==> config.mk <==
export PLATFORM = sky130hd
export DESIGN_NAME = row_column_block_interleaver
export DESIGN_NICKNAME = d
export VERILOG_FILES = /design/src/rtl/rci_pkg.sv /design/src/rtl/rci_cell_ram.sv /design/src/rtl/rci_addr_gen.sv /design/src/rtl/row_column_block_interleaver.sv
export SDC_FILE = /design/constraint.sdc
export NUM_CORES = 1
export LEC_CHECK = 0
export ABC_AREA = 1
export BUFFER_PORTS_ARGS = -buffer_cell sky130_fd_sc_hd__buf_4
export CELL_PAD_IN_SITES_DETAIL_PLACEMENT = 1
export CELL_PAD_IN_SITES_GLOBAL_PLACEMENT = 1
export CORE_UTILIZATION = 40
export DETAILED_ROUTE_END_ITERATION = 16
export PLACE_DENSITY = 0.6
export SYNTH_ARGS = -nofsm -noshare
export SYNTH_HDL_FRONTEND = slang
export SYNTH_SLANG_ARGS = --single-unit
==> constraint.sdc <==
create_clock -name clk -period 6.8 [get_ports clk]
set_input_delay 1.36 -clock clk [delete_from_list [all_inputs] [get_ports clk]]
set_output_delay 1.36 -clock clk [all_outputs]
set_load 0.02 [all_outputs]
==> src/rtl/rci_pkg.sv <==
`timescale 1ns / 1ps
`default_nettype none
// ----------------------------------------------------------------------------
// rci_pkg
// Shared constants and types of the row-column block interleaver.
// ----------------------------------------------------------------------------
package rci_pkg;

  // Size of the cell store by default.
  localparam int MAX_CELLS_DEFAULT = 64;

  // Width of the dimension registers and of the numeric scan descriptor fields.
  localparam int CFG_W = 7;

  // Configuration register indexes.
  localparam logic [1:0] REG_COLUMN_COUNT = 2'd0;
  localparam logic [1:0] REG_ROW_COUNT    = 2'd1;
  localparam logic [1:0] REG_DIRECTION    = 2'd2;

  // Reset values of the configuration registers.
  localparam logic [CFG_W-1:0] COLUMN_COUNT_RESET = 7'd1;
  localparam logic [CFG_W-1:0] ROW_COUNT_RESET    = 7'd1;

  typedef enum logic {
    ST_IDLE,
    ST_SCAN
  } rci_state_t;

  // Describes one readout pass over the cell store.
  typedef struct packed {
    logic             in_order;   // arrival order, used for a partial block
    logic [CFG_W-1:0] stride;     // address step inside the inner loop
    logic [CFG_W-1:0] inner_len;  // trip count of the inner loop
    logic [CFG_W-1:0] length;     // total number of cells read
  } rci_scan_t;

endpackage
`default_nettype wire

==> src/rtl/rci_cell_ram.sv <==
`timescale 1ns / 1ps
`default_nettype none
// ----------------------------------------------------------------------------
// rci_cell_ram
// Byte store with one write port and one registered read port.
// ----------------------------------------------------------------------------
module rci_cell_ram #(
  parameter int MAX_CELLS = rci_pkg::MAX_CELLS_DEFAULT,
  parameter int ADDR_W    = (MAX_CELLS > 1) ? $clog2(MAX_CELLS) : 1
) (
  input  wire logic              clk,
  input  wire logic              we,
  input  wire logic [ADDR_W-1:0] waddr,
  input  wire logic [7:0]        wdata,
  input  wire logic              re,
  input  wire logic [ADDR_W-1:0] raddr,
  output logic      [7:0]        rdata
);

  logic [7:0] mem [MAX_CELLS];

  always_ff @(posedge clk) begin
    if (we) begin
      mem[waddr] <= wdata;
    end
  end

  // Read data holds while no read is issued.
  always_ff @(posedge clk) begin
    if (re) begin
      rdata <= mem[raddr];
    end
  end

endmodule
`default_nettype wire

==> src/rtl/rci_addr_gen.sv <==
`timescale 1ns / 1ps
`default_nettype none
// ----------------------------------------------------------------------------
// rci_addr_gen
// Read address sequencer: walks the cell store in arrival order or in the
// transposed order of a row-column matrix, one address per step.
// ----------------------------------------------------------------------------
module rci_addr_gen #(
  parameter int MAX_CELLS = rci_pkg::MAX_CELLS_DEFAULT,
  parameter int ADDR_W    = (MAX_CELLS > 1) ? $clog2(MAX_CELLS) : 1
) (
  input  wire logic              clk,
  input  wire logic              start,
  input  wire logic              step,
  input  wire rci_pkg::rci_scan_t scan,
  output logic      [ADDR_W-1:0] addr,
  output logic                   last
);

  localparam int CW    = rci_pkg::CFG_W;
  localparam int SUM_W = CW + 1;

  rci_pkg::rci_scan_t scan_q;
  logic [ADDR_W-1:0]  idx;
  logic [ADDR_W-1:0]  inner;
  logic [ADDR_W-1:0]  outer;
  logic [ADDR_W-1:0]  count;

  logic [ADDR_W-1:0]  idx_next;
  logic [ADDR_W-1:0]  inner_next;
  logic [ADDR_W-1:0]  outer_next;
  logic [SUM_W-1:0]   stride_sum;
  logic               inner_end;

  assign stride_sum = SUM_W'(idx) + SUM_W'(scan_q.stride);
  assign inner_end  = (CW'(inner) == (scan_q.inner_len - CW'(1)));

  always_comb begin
    idx_next   = idx;
    inner_next = inner;
    outer_next = outer;
    if (scan_q.in_order) begin
      idx_next = idx + ADDR_W'(1);
    end else if (inner_end) begin
      // The inner loop wraps: the next pass starts at the next outer index.
      outer_next = outer + ADDR_W'(1);
      inner_next = '0;
      idx_next   = outer + ADDR_W'(1);
    end else begin
      inner_next = inner + ADDR_W'(1);
      idx_next   = stride_sum[ADDR_W-1:0];
    end
  end

  always_ff @(posedge clk) begin
    if (start) begin
      scan_q <= scan;
      idx    <= '0;
      inner  <= '0;
      outer  <= '0;
      count  <= '0;
    end else if (step) begin
      idx    <= idx_next;
      inner  <= inner_next;
      outer  <= outer_next;
      count  <= count + ADDR_W'(1);
    end
  end

  assign addr = idx;
  assign last = (CW'(count) == (scan_q.length - CW'(1)));

endmodule
`default_nettype wire

==> src/rtl/row_column_block_interleaver.sv <==
`timescale 1ns / 1ps
`default_nettype none
// ----------------------------------------------------------------------------
// row_column_block_interleaver
// Collects a byte stream into a row by column matrix and emits each full
// block transposed (interleave) or with the inverse permutation.
// ----------------------------------------------------------------------------
// Each accepted byte is written into the cell store and produces no item
// until the matrix is full or the byte carries the end marker. The block is
// then read back one byte per cycle, while the output does not stall,
// through the store's registered read port; the input stalls during the
// readout and until the last read has drained. A partial block at the end
// of the stream comes out in arrival order. When rows times columns is zero
// or larger than the store, each byte is passed straight through as one item
// with config_error set, at one byte per cycle while the output does not
// stall. Any write to a defined register drops a partial block, and no byte
// is accepted in the cycle of a register write. There is no clearing pass
// after reset.
// ----------------------------------------------------------------------------
module row_column_block_interleaver #(
  parameter int MAX_CELLS = rci_pkg::MAX_CELLS_DEFAULT
) (
  input  wire logic                     clk,
  input  wire logic                     rst,
  // Configuration write channel.
  input  wire logic                     cfg_valid,
  output logic                          cfg_ready,
  input  wire logic [1:0]               cfg_index,
  input  wire logic [rci_pkg::CFG_W-1:0] cfg_data,
  // Input channel.
  input  wire logic                     in_valid,
  output logic                          in_stall,
  input  wire logic [7:0]               data_byte,
  input  wire logic                     stream_last,
  // Output channel.
  output logic                          out_valid,
  input  wire logic                     out_stall,
  output logic      [7:0]               out_byte,
  output logic                          run_last,
  output logic                          stream_end,
  output logic                          config_error
);

  localparam int ADDR_W = (MAX_CELLS > 1) ? $clog2(MAX_CELLS) : 1;
  localparam int CNT_W  = ADDR_W + 1;
  localparam int CW     = rci_pkg::CFG_W;
  localparam int PROD_W = 2 * CW;

  rci_pkg::rci_state_t state, state_next;

  logic [CW-1:0]     column_count;
  logic [CW-1:0]     row_count;
  logic              direction;
  logic [ADDR_W-1:0] fill;
  logic              pend;
  logic              pend_last;
  logic              end_flag;

  logic [PROD_W-1:0] total;
  logic              cfg_bad;
  logic              cfg_take;
  logic              in_take;
  logic              out_free;
  logic [CNT_W-1:0]  fill_inc;
  logic              block_done;
  logic              gen_start;
  logic              issue;
  logic [ADDR_W-1:0] rd_addr;
  logic              rd_last;
  logic [7:0]        rd_data;
  rci_pkg::rci_scan_t scan;

  assign total    = PROD_W'(column_count) * PROD_W'(row_count);
  assign cfg_bad  = (total == '0) || (total > PROD_W'(MAX_CELLS));
  assign cfg_take = cfg_valid && cfg_ready;
  assign in_take  = in_valid && !in_stall;
  assign out_free = !out_valid || !out_stall;
  assign fill_inc = CNT_W'(fill) + CNT_W'(1);
  assign block_done = (PROD_W'(fill_inc) >= total);

  always_comb begin
    scan.in_order  = !block_done;
    scan.stride    = direction ? row_count : column_count;
    scan.inner_len = direction ? column_count : row_count;
    scan.length    = block_done ? total[CW-1:0] : CW'(fill_inc);
  end

  always_comb begin
    state_next = state;
    in_stall   = 1'b1;
    cfg_ready  = 1'b0;
    gen_start  = 1'b0;
    issue      = 1'b0;
    unique case (state)
      rci_pkg::ST_IDLE: begin
        // The output register must be free: a passthrough item goes there now.
        // A pending register write keeps the input waiting for that cycle.
        in_stall  = pend || !out_free || cfg_valid;
        cfg_ready = !pend;
        if (in_take && !cfg_bad && (block_done || stream_last)) begin
          gen_start  = 1'b1;
          state_next = rci_pkg::ST_SCAN;
        end
      end
      rci_pkg::ST_SCAN: begin
        // A new read may replace the read data only once it is consumed.
        issue = !pend || out_free;
        if (issue && rd_last) begin
          state_next = rci_pkg::ST_IDLE;
        end
      end
      default: begin
        state_next = rci_pkg::ST_IDLE;
      end
    endcase
  end

  always_ff @(posedge clk) begin
    if (rst) begin
      state <= rci_pkg::ST_IDLE;
    end else begin
      state <= state_next;
    end
  end

  // Configuration registers and the fill counter.
  always_ff @(posedge clk) begin
    if (rst) begin
      column_count <= rci_pkg::COLUMN_COUNT_RESET;
      row_count    <= rci_pkg::ROW_COUNT_RESET;
      direction    <= 1'b0;
      fill         <= '0;
    end else if (cfg_take) begin
      unique case (cfg_index)
        rci_pkg::REG_COLUMN_COUNT: begin
          column_count <= cfg_data;
          fill         <= '0;
        end
        rci_pkg::REG_ROW_COUNT: begin
          row_count <= cfg_data;
          fill      <= '0;
        end
        rci_pkg::REG_DIRECTION: begin
          direction <= cfg_data[0];
          fill      <= '0;
        end
        default: begin
        end
      endcase
    end else if (in_take && !cfg_bad) begin
      if (block_done || stream_last) begin
        fill <= '0;
      end else begin
        fill <= fill_inc[ADDR_W-1:0];
      end
    end
  end

  always_ff @(posedge clk) begin
    if (gen_start) begin
      end_flag <= stream_last;
    end
    if (issue) begin
      pend_last <= rd_last;
    end
  end

  always_ff @(posedge clk) begin
    if (rst) begin
      pend <= 1'b0;
    end else if (issue) begin
      pend <= 1'b1;
    end else if (out_free) begin
      pend <= 1'b0;
    end
  end

  // Output register, fed by the store readout or by a passthrough item.
  always_ff @(posedge clk) begin
    if (rst) begin
      out_valid <= 1'b0;
    end else if (pend && out_free) begin
      out_valid <= 1'b1;
    end else if (in_take && cfg_bad) begin
      out_valid <= 1'b1;
    end else if (out_free) begin
      out_valid <= 1'b0;
    end
  end

  always_ff @(posedge clk) begin
    if (pend && out_free) begin
      out_byte     <= rd_data;
      run_last     <= pend_last;
      stream_end   <= pend_last && end_flag;
      config_error <= 1'b0;
    end else if (in_take && cfg_bad) begin
      out_byte     <= data_byte;
      run_last     <= 1'b1;
      stream_end   <= stream_last;
      config_error <= 1'b1;
    end
  end

  rci_cell_ram #(
    .MAX_CELLS (MAX_CELLS),
    .ADDR_W    (ADDR_W)
  ) u_cell_ram (
    .clk   (clk),
    .we    (in_take && !cfg_bad),
    .waddr (fill),
    .wdata (data_byte),
    .re    (issue),
    .raddr (rd_addr),
    .rdata (rd_data)
  );

  rci_addr_gen #(
    .MAX_CELLS (MAX_CELLS),
    .ADDR_W    (ADDR_W)
  ) u_addr_gen (
    .clk   (clk),
    .start (gen_start),
    .step  (issue),
    .scan  (scan),
    .addr  (rd_addr),
    .last  (rd_last)
  );

endmodule
`default_nettype wire
==> flow_metrics.tcl <==
set metrics [dict create \
    totalWireLength_mm 79.41 \
    clock_latency_ps 610 \
    crit_buf_inv 6 \
    crit_type "reg2reg" \
    clkTransAtPathRegs_ps 60 \
    grt-ovfl-total 0 \
    maxCapViolCount 0 \
    timing.final.crit_share_pct 86.95 \
    swShare_pct 34.61 \
    dieWidth_um 259.6 \
    cp.required_ps 7010 \
    yosysTopAreaCell "edfxtp_1" \
    outcome "finished, final reports clean" \
    hold_viol_final 0 \
    design.core.area_um2 65750 \
    synthToLayoutAreaGrowth_pct 11.85 \
    post_cts_resized 0 \
    slew_viol_final 0 \
    cts_setup_buffers 0 \
    p_per_area_nw_per_um2 359.5 \
    io_pins 37 \
    clkSinkCount 602 \
    synthArstFlopShare_pct 0 \
    finalWeightedCongestion 0.8619 \
    port_buffers 36 \
    p_clk_share_pct 33.8 \
    crit_path_frequent_cell "nand2_1" \
    worst_pin_slew_ps 1057 \
    combinationalPowerShare_pct 25.7 \
    fp-row-count 94 \
    synth_nets 2442 \
    setup_violations 0 \
    rr_worst_depth 24 \
    syn_area_per_cell_um2 11.33 \
    grt_start_max_net_pins 111 \
    drt_iter0_markers 1693 \
    hold_class "reg2reg" \
    routed_via_density 5.528 \
    final.setup.tns_ps 0 \
    final_nets 2433 \
    peakVddDrop_mv 0.1695 \
    switching_power_uw 3694 \
    min_path_cells 2 \
    hpwl_mm 50.44 \
    ys_seq_elements 602 \
    drive_gt1_share_pct 8.180 \
    grt_pass1_vias 18800 \
    timing.rr.end "u_cell_ram.mem[49][7]$_DFFE_PP_" \
    antenna_found_initial 0 \
    cp_top_family "simple AND/OR/NAND/NOR gates" \
    ys_top_cells_by_area "edfxtp_1 (63%), o21ai_0 (5.6%), nor2_1 (5.5%)" \
    grtUsageTotal_pct 24.02 \
    cts_tree "built" \
    ys.flop_type "edfxtp_1" \
    ys_warn_count 0 \
    dieArea_um2 67380 \
    reg2reg_slack_ps 890 \
    syn_area_um2 26540 \
    final_common_cell "edfxtp_1" \
    worst_setup_path_end_kind "flip-flop" \
    path_cells "nand2_1 > inv_1 > fa_1 > inv_1 > fa_1 > inv_1 > fa_1 > inv_1 > fa_1 > inv_1 > ha_1 > nand2_1 > inv_1 > nand2_1 > nand3_2 > nand2_1 > nand2_1 > nand2_1 > nand2_1 > nor2_1 > nand4_2 > nor2_4 > nand3_2 > nor2_1" \
    yosysUniqueCellTypes 44 \
    utilization_pct 45.15 \
    grt_pass1_wl_mm 120.1 \
    cp-start-kind "flip-flop" \
    fillers 6982 \
    fin_skew_ps 23.31 \
    cpPeakStageDelay_ps 720 \
    vias 17950 \
    wl_per_cell_um 24.45 \
    dr.pass1.iters 5 \
    slowest_stage "nor2_1" \
    slew_headroom_pct 29.57 \
    dieHeight_um 259.6 \
    synth-edff-count 553 \
    mostFrequentLayoutCells "edfxtp_1 (553), nor2_1 (391), o21ai_0 (297)" \
    yosysTopAreaCellShare_pct 62.57 \
    min-delay-start "config_error$_SDFFE_PP0P_" \
    seqPwrFrac_pct 40.4 \
    remaining_drc_errors 0 \
    ys_seq_area_share_pct 66.27 \
    syn_inst 2343 \
    min_to "config_error$_SDFFE_PP0P_" \
    cts_inserted_buffers 68 \
    diodes 0 \
    grt_setup_unrepaired "false" \
    p_int_uw 6979 \
    ant_nets 0 \
    max_clock_freq_mhz 169.1 \
    fin_crit_ps 5913 \
    start_util_pct 40.36 \
    cp.arrival_ps 6130 \
    r2r-start "row_count[1]$_SDFFE_PP0P_" \
    cts_htree_levels 3 \
    clk_path_buf_depth 3 \
    p_leak_uw 0.01056 \
    hold_buffers 0 \
    root_buffer "clkbuf_16" \
    path_max_fanout 10 \
]
[worst reg2reg max path, cell delays in order, from the launching register on]
cell and delay [ps]:
dfxtp_1 410, nand2_1 110, inv_1 60, fa_1 530
inv_1 60, fa_1 530, inv_1 50, fa_1 470
inv_1 50, fa_1 470, inv_1 40, ha_1 320
nand2_1 130, inv_1 50, nand2_1 80, nand3_2 110
nand2_1 100, nand2_1 60, nand2_1 60, nand2_1 40
nor2_1 180, nand4_2 240, nor2_4 220, nand3_2 450
nor2_1 720
[stage by stage]
step / worst slack [ps] / power [uW] / hold slack (ps) / cell area, um^2 / std cells
floorplan: 1803 / 6042 / 452.0 / 26540 / 2343
global placement: 900.0 / 7100 / 460.3 / 27520 / 3128
detailed placement: 825.5 / 7124 / 468.5 / 27520 / 3128
CTS: 821.5 / 10730 / 477.6 / 29680 / 3248
global route: 488.3 / 11120 / 499.3 / 29680 / 3248
finish: 887.2 / 10670 / 471.3 / 29680 / 3248
[flip-flops by register name, summed over array words and instances (netlist names)]
signal             count
u_addr_gen.scan_q     21
u_cell_ram.mem       512
config_error           1
out_byte               8
u_addr_gen.addr        6
u_cell_ram.rdata       8
direction              1
state                  1
column_count           7
run_last               1
end_flag               1
fill                   6
pend_last              1
u_addr_gen.count       6
pend                   1
stream_end             1
u_addr_gen.inner       6
u_addr_gen.outer       6
out_valid              1
row_count              7
[cells in the mapped netlist, types with 34 or more instances]
cell type and instances:
nand2_1 292, nor2_1 392, o22ai_1 81, dfxtp_1 49, edfxtp_1 553, o221ai_1 47, clkbuf_1 119, ha_1 51
a21oi_1 44, inv_1 151, nand3_1 66, nand4_1 34, o21ai_0 297
[layout make-up]
| class | count | area (um^2) | area share, % |
|---|---|---|---|
| sequential | 602 | 17600 | 59.28 |
| multi-input combinational | 1451 | 7838 | 26.40 |
| clock buffer | 77 | 1765 | 5.948 |
| tap | 864 | 1081 | 3.642 |
| inverter | 157 | 595.6 | 2.006 |
| timing repair buffer | 54 | 405.4 | 1.366 |
| clock inverter | 43 | 402.9 | 1.357 |
[power groups by stage]
stage / Combinational [uW] / Sequential, uW / Clock, uW
3_3_place_gp: 2710 / 4390 / 0
3_5_place_dp: 2730 / 4390 / 0
4_1_cts: 2750 / 4310 / 3670
2_1_floorplan: 1770 / 4270 / 0
6_report: 2750 / 4310 / 3610
5_1_grt: 2990 / 4330 / 3800
[how the worst max path moves through the flow]
stage                                    startpoint                              end  depth (start not counted)
after floorplan           row_count[1]$_SDFFE_PP0P_  u_cell_ram.mem[20][0]$_DFFE_PP_                         25
after global placement    row_count[1]$_SDFFE_PP0P_  u_cell_ram.mem[18][0]$_DFFE_PP_                         24
final                     row_count[1]$_SDFFE_PP0P_  u_cell_ram.mem[49][7]$_DFFE_PP_                         24
after detailed placement  row_count[1]$_SDFFE_PP0P_  u_cell_ram.mem[27][0]$_DFFE_PP_                         24
after CTS                 row_count[1]$_SDFFE_PP0P_  u_cell_ram.mem[56][2]$_DFFE_PP_                         24
after global routing      row_count[1]$_SDFFE_PP0P_  u_cell_ram.mem[61][7]$_DFFE_PP_                         23
[per-layer routing]
metal  wire length [um]  share of wire, %  track usage (%)  up-vias
met5                  0                 0                0        -
met4               1700               2.1            6.895        0
met3               3427               4.3            2.710       98
met2              38870                49            40.47      435
met1              35410                45            32.74     9120
li1                   -                 -                -     8301
[kinds of logic after synthesis]
kind of cell             after synthesis  synth area share (%)
AO/OA/AOI/OAI                        503                 10.87
buffers and inverters                290                 4.206
flip-flops                           602                 66.27
AND/OR/NAND/NOR                      831                 13.01
XOR/XNOR                              41                 1.353
adder cells (fa/ha/maj)               76                 4.290
Note: power is estimated with default switching activity, not from simulation.
